[config.mk]
export PLATFORM = sky130hd
export DESIGN_NAME = tccs_ctrl
export DESIGN_NICKNAME = d
export VERILOG_FILES = /design/src/rtl/tccs_pkg.sv /design/src/rtl/tccs_ctrl.sv
export SDC_FILE = /design/constraint.sdc
export NUM_CORES = 1
export LEC_CHECK = 0
export ABC_AREA = 1
export BUFFER_PORTS_ARGS = -buffer_cell sky130_fd_sc_hd__buf_2
export CORE_AREA = 2 2 39 41
export CTS_CLUSTER_DIAMETER = 40
export CTS_CLUSTER_SIZE = 25
export DETAILED_ROUTE_END_ITERATION = 10
export DIE_AREA = 0 0 41 43
export HOLD_SLACK_MARGIN = 0.08
export RECOVER_POWER = 25
export SYNTH_ARGS = -nofsm -noshare
export SYNTH_HDL_FRONTEND = slang
export SYNTH_SLANG_ARGS = --single-unit
[constraint.sdc]
create_clock -name clk -period 1.72 [get_ports clk]
set_input_delay 0 -clock clk [delete_from_list [all_inputs] [get_ports clk]]
set_output_delay 0 -clock clk [all_outputs]
set_load 0.1 [all_outputs]
[src/rtl/tccs_pkg.sv]
// Shared types and constants for the text console cursor/scroll engine.
package tccs_pkg;

  localparam int CH_W   = 8;
  localparam int ATTR_W = 8;
  localparam int CELL_W = CH_W + ATTR_W;

  localparam logic [CH_W-1:0] NEWLINE_CODE = 8'd10;

  typedef enum logic [1:0] {
    CMD_PUT    = 2'd0,
    CMD_READ   = 2'd1,
    CMD_SETCUR = 2'd2,
    CMD_WRITE  = 2'd3
  } cmd_t;

  // Controller to datapath
  typedef struct packed {
    logic load;    // capture the input request
    logic exec;    // perform the request's store and cursor work
    logic sweep;   // clear one cell at the sweep pointer
    logic result;  // load the output register
  } ctrl_cmd_t;

  // Datapath to controller
  typedef struct packed {
    logic sweep_last;     // sweep pointer sits on the last cell to clear
    logic scroll_needed;  // captured request scrolls the screen
  } dp_status_t;

endpackage

[src/rtl/tccs_ctrl.sv]
// Sequencer for the text console engine: handshakes and step order.
module tccs_ctrl import tccs_pkg::*; (
  input  logic       clk,
  input  logic       rst_n,
  input  logic       in_valid,
  output logic       in_ready,
  output logic       out_valid,
  input  logic       out_ready,
  input  dp_status_t status,
  output ctrl_cmd_t  cmd
);

  typedef enum logic [2:0] {
    ST_CLEAR,
    ST_IDLE,
    ST_EXEC,
    ST_SWEEP,
    ST_DONE
  } state_t;

  state_t state_r;
  logic   out_valid_r;
  logic   out_free;

  assign out_free  = !out_valid_r || out_ready;
  assign in_ready  = (state_r == ST_IDLE);
  assign out_valid = out_valid_r;

  always_comb begin
    cmd        = '0;
    cmd.load   = (state_r == ST_IDLE) && in_valid;
    cmd.exec   = (state_r == ST_EXEC);
    cmd.sweep  = (state_r == ST_CLEAR) || (state_r == ST_SWEEP);
    cmd.result = (state_r == ST_DONE) && out_free;
  end

  always_ff @(posedge clk) begin
    if (!rst_n) begin
      state_r     <= ST_CLEAR;
      out_valid_r <= 1'b0;
    end else begin
      if (out_ready) begin
        out_valid_r <= 1'b0;
      end
      unique case (state_r)
        ST_CLEAR: begin
          if (status.sweep_last) begin
            state_r <= ST_IDLE;
          end
        end
        ST_IDLE: begin
          if (in_valid) begin
            state_r <= ST_EXEC;
          end
        end
        ST_EXEC: begin
          state_r <= status.scroll_needed ? ST_SWEEP : ST_DONE;
        end
        ST_SWEEP: begin
          if (status.sweep_last) begin
            state_r <= ST_DONE;
          end
        end
        ST_DONE: begin
          if (out_free) begin
            out_valid_r <= 1'b1;
            state_r     <= ST_IDLE;
          end
        end
        default: state_r <= ST_CLEAR;
      endcase
    end
  end

endmodule

**Word-level counts from Yosys, hierarchy flattened**

Index checks and enable logic that the tools add are counted.

- Eq/ne operators: 8
- Mux-type cells: 9
- Reduce and logical (&&, ||, !) cells: 7

Operators by type and width:

| cell | count |
|---|---|
| 3-bit two-way mux | 5 |
| 3-bit case mux with 5 select lines | 1 |
| 2-bit != test, second input constant | 4 |
| 3-bit by 2-bit == test with 1-bit output, second input constant | 2 |
| 4-bit AND reduction | 1 |
| 3-bit by 1-bit == test with 1-bit output, second input constant | 1 |
| 3-bit == test, second input constant | 1 |
| 3-bit logical NOT | 1 |
| 1-bit two-way mux | 3 |
| 1-bit logical AND | 2 |
| 1-bit logical OR | 2 |
| 1-bit logical NOT | 1 |

- Flip-flop bits (word level): 4
- Input port bits: 6
- Output and inout bits: 6
- Logic and storage cells: 26

**Depth between registers and ports, before layout**

- Depth in word-level cells: 4
- Mapped depth: 8

**Least setup slack after synthesis**

OpenSTA, ideal clock, no wires.

- Path type: register -> output
- Start: register out_valid_r, in the netlist out_valid
- End: output cmd[0] (netlist bit)
- Arrival time: 2202 ps
- Required time: 1720 ps
- Path slack: -482 ps
- Cell stages (with the launch flop): 4
- Buffers on the path: 0
- Cells stage by stage: dfxtp_1 nand2_1 inv_1 nor2_1

RTL lines:

| element | RTL line | source |
|---|---|---|
| start: declaration | tccs_ctrl.sv:22 | `logic out_valid_r;` |
| start signal: assignment | tccs_ctrl.sv:40 | `out_valid_r <= 1'b0;` |
| start signal: assignment | tccs_ctrl.sv:43 | `out_valid_r <= 1'b0;` |
| start signal: assignment | tccs_ctrl.sv:66 | `out_valid_r <= 1'b1;` |
| end: declaration | tccs_ctrl.sv:10 | `output ctrl_cmd_t cmd` |

==> results.md <==
* Unique masters post-synth at 12
* Number of global-route vias before repair at 336
* Initial DRT Pass Iterations at 1
* Fmax at 672 MHz
* Post-synth top area cell: dfxtp_1
* Synth Warn # at 0
* Final instance area at 423 um2
* Crit Path Category: register to output pin
* Hold path startpoint: status[0]
* Worst R2R Setup Slack at 550 ps
* Hold Path End: state_r[2]
* Max Cap Viol at 0
* Worst min path class: input pin to register
* Total GRT Usage at 10.2%
* Final WS setup at 232 ps
* CTS Sinks at 4
* Worst-skew pair later-pin latency at 240 ps
* Fin crit share at 86.5%
* Diode count at 0
* Routed len/inst at 7.86 um
* Initial antenna violation count at 0
* Placed inst area at 384 um2
* Initial core utilization at 21.8%
* Register area share after synthesis at 26.6%
* GPL Wtd Cong at 0.818
* CTS Buf Count at 3
* Startpoint Class: register
* Synth area leaders: dfxtp_1, nor2_1, nand2_1, inv_1, nand3_1
* Die X-Extent at 41 um
* Register-to-Register Path Depth at 7
* Num ports at 12
* Nets@finish at 75
* Core area at 0.00138 mm2
* CTS tree: yes
* Post-Route Skew at 5.03 ps
* Post-Syn Area at 302 um2
* Synth top area share at 26.6%
* CP endpoint kind: output pin
* Max clock buf depth at 2
* Synth Area per Inst at 5.91 um2
* Flip-flop and latch area at 80.1 um2
* Slew Viols, Final at 0
* GRT Residual Overflow at 0
* Synth-to-Final Area Change at 40.2%
* Die area at 0.00176 mm2
* Slew @ Worst Pin at 1160 ps
* Drt total wl at 652 um
* Endpoints failing setup at 0
* Post-route minimum period at 1490 ps
* Via count at 330
* H-Tree Depth at 1
* Largest net degree at the start of global routing at 8
* Reg-to-Reg End: state_r[1]
* Proportion of layout cells with a drive suffix above 1 at 37.3%
* Reg2reg start: state_r[0]
* Status: completed
* Critical path data arrival time at 1490 ps
* Worst hold path cell count at 4
* Post-Syn Instances at 51
* Final Hold Viols at 0
* Fin Setup TNS at 0 ps
* DP Worst Slack at 550 ps
* Drt drc at 0
* Die Y at 43 um
* Area used by multi-input combinational logic at 185 um2
* Root Driver: clkbuf_4
* First-pass GRT wire length at 1210 um
* Routed Antenna Nets at 0
* Number of synthesized register bits at 4
* Max-slew headroom at 22.8%
* Fill cells at 161
* Clock-pin slew on the worst setup and hold paths at 40 ps
* Final Util at 30.6%
* Number of vias per cell at 3.98
* HPWL after DPL at 531 um
* DR iter-0 viols at 0
* CP max FO at 7
* Syn nets at 57
* Port Buf Inserts at 11
* RSZ-0062 raised after global routing: false
* Number of core rows at 14
* CP required at 1720 ps
-- state kept, by name, indices dropped and copies added, names as in the netlist --
| name | cells |
|---|---|
| state_r | 3 |
| out_valid | 1 |
-- area by class of cell --
cell class                      instances  share of cell area (%)
Inverter                               11                    9.76
Tap cell                               16                    4.73
Multi-Input combinational cell         36                    43.8
Clock buffer                            3                    5.33
Sequential cell                         4                    18.9
Timing Repair Buffer                   13                    17.5
-- Yosys cell counts --
cell type,number
nor2_4,1
inv_2,4
nand4_1,2
inv_1,7
nand2_2,3
nor2_1,13
a21oi_1,3
nor2_2,1
dfxtp_1,4
nand2_1,8
nand3_1,4
nand3_4,1
-- placed cells by master (no fill, tap or decap), drive strengths merged --
cell type	n
dlygate4sd3	2
nor2	15
nand3	5
nand2	11
inv	11
clkbuf	4
a21oi	3
nand4	2
dfxtp	4
buf	10
-- per-layer routing --
layer | part of all wire [%] | vias to the layer above | GRT usage (%)
met5 | 0 | - | 0
met3 | 5.7 | 2 | 4.71
li1 | - | 189 | -
met2 | 48 | 7 | 14.4
met4 | 2.1 | 0 | 6.00
met1 | 44 | 132 | 12.2
-- per-stage QoR --
step,instances,hold slack (ps)
2_1_floorplan,51,121
3_3_place_gp,78,259
3_5_place_dp,78,260
4_1_cts,83,96.7
5_1_grt,83,129
6_report,83,105
-- worst max-delay path: stages, from the launching register on --
cell,delay (ps)
dfxtp_1,370
nor2_1,220
nand2_1,140
nor2_2,90
buf_2,420
-- cells by family after synthesis --
logic type,share of synthesized area [%]
AND/OR/NAND/NOR,54.8
flip-flops,26.6
buffers and inverters,13.7
AO/OA/AOI/OAI,4.98
-- worst max path at each step --
| stage | from | to | slack (ps) | depth (start not counted) |
|---|---|---|---|---|
| floorplan | out_valid | cmd[0] | -30 | 3 |
| global placement | state_r[0] | cmd[1] | 570 | 5 |
| detailed placement | state_r[0] | cmd[1] | 550 | 5 |
| CTS | state_r[0] | cmd[1] | 290 | 5 |
| global route | state_r[0] | cmd[0] | 160 | 4 |
| finish | state_r[0] | cmd[0] | 230 | 4 |
-- what timing repair did --
item                      CTS  global route
hold buffers                2             0
gates resized for setup     0             0
hold endpoints to repair    4             0
buffers inserted            0             0
Power is not shown: default switching activity piles up to over one toggle a cycle in this logic, so the estimate is an artifact.
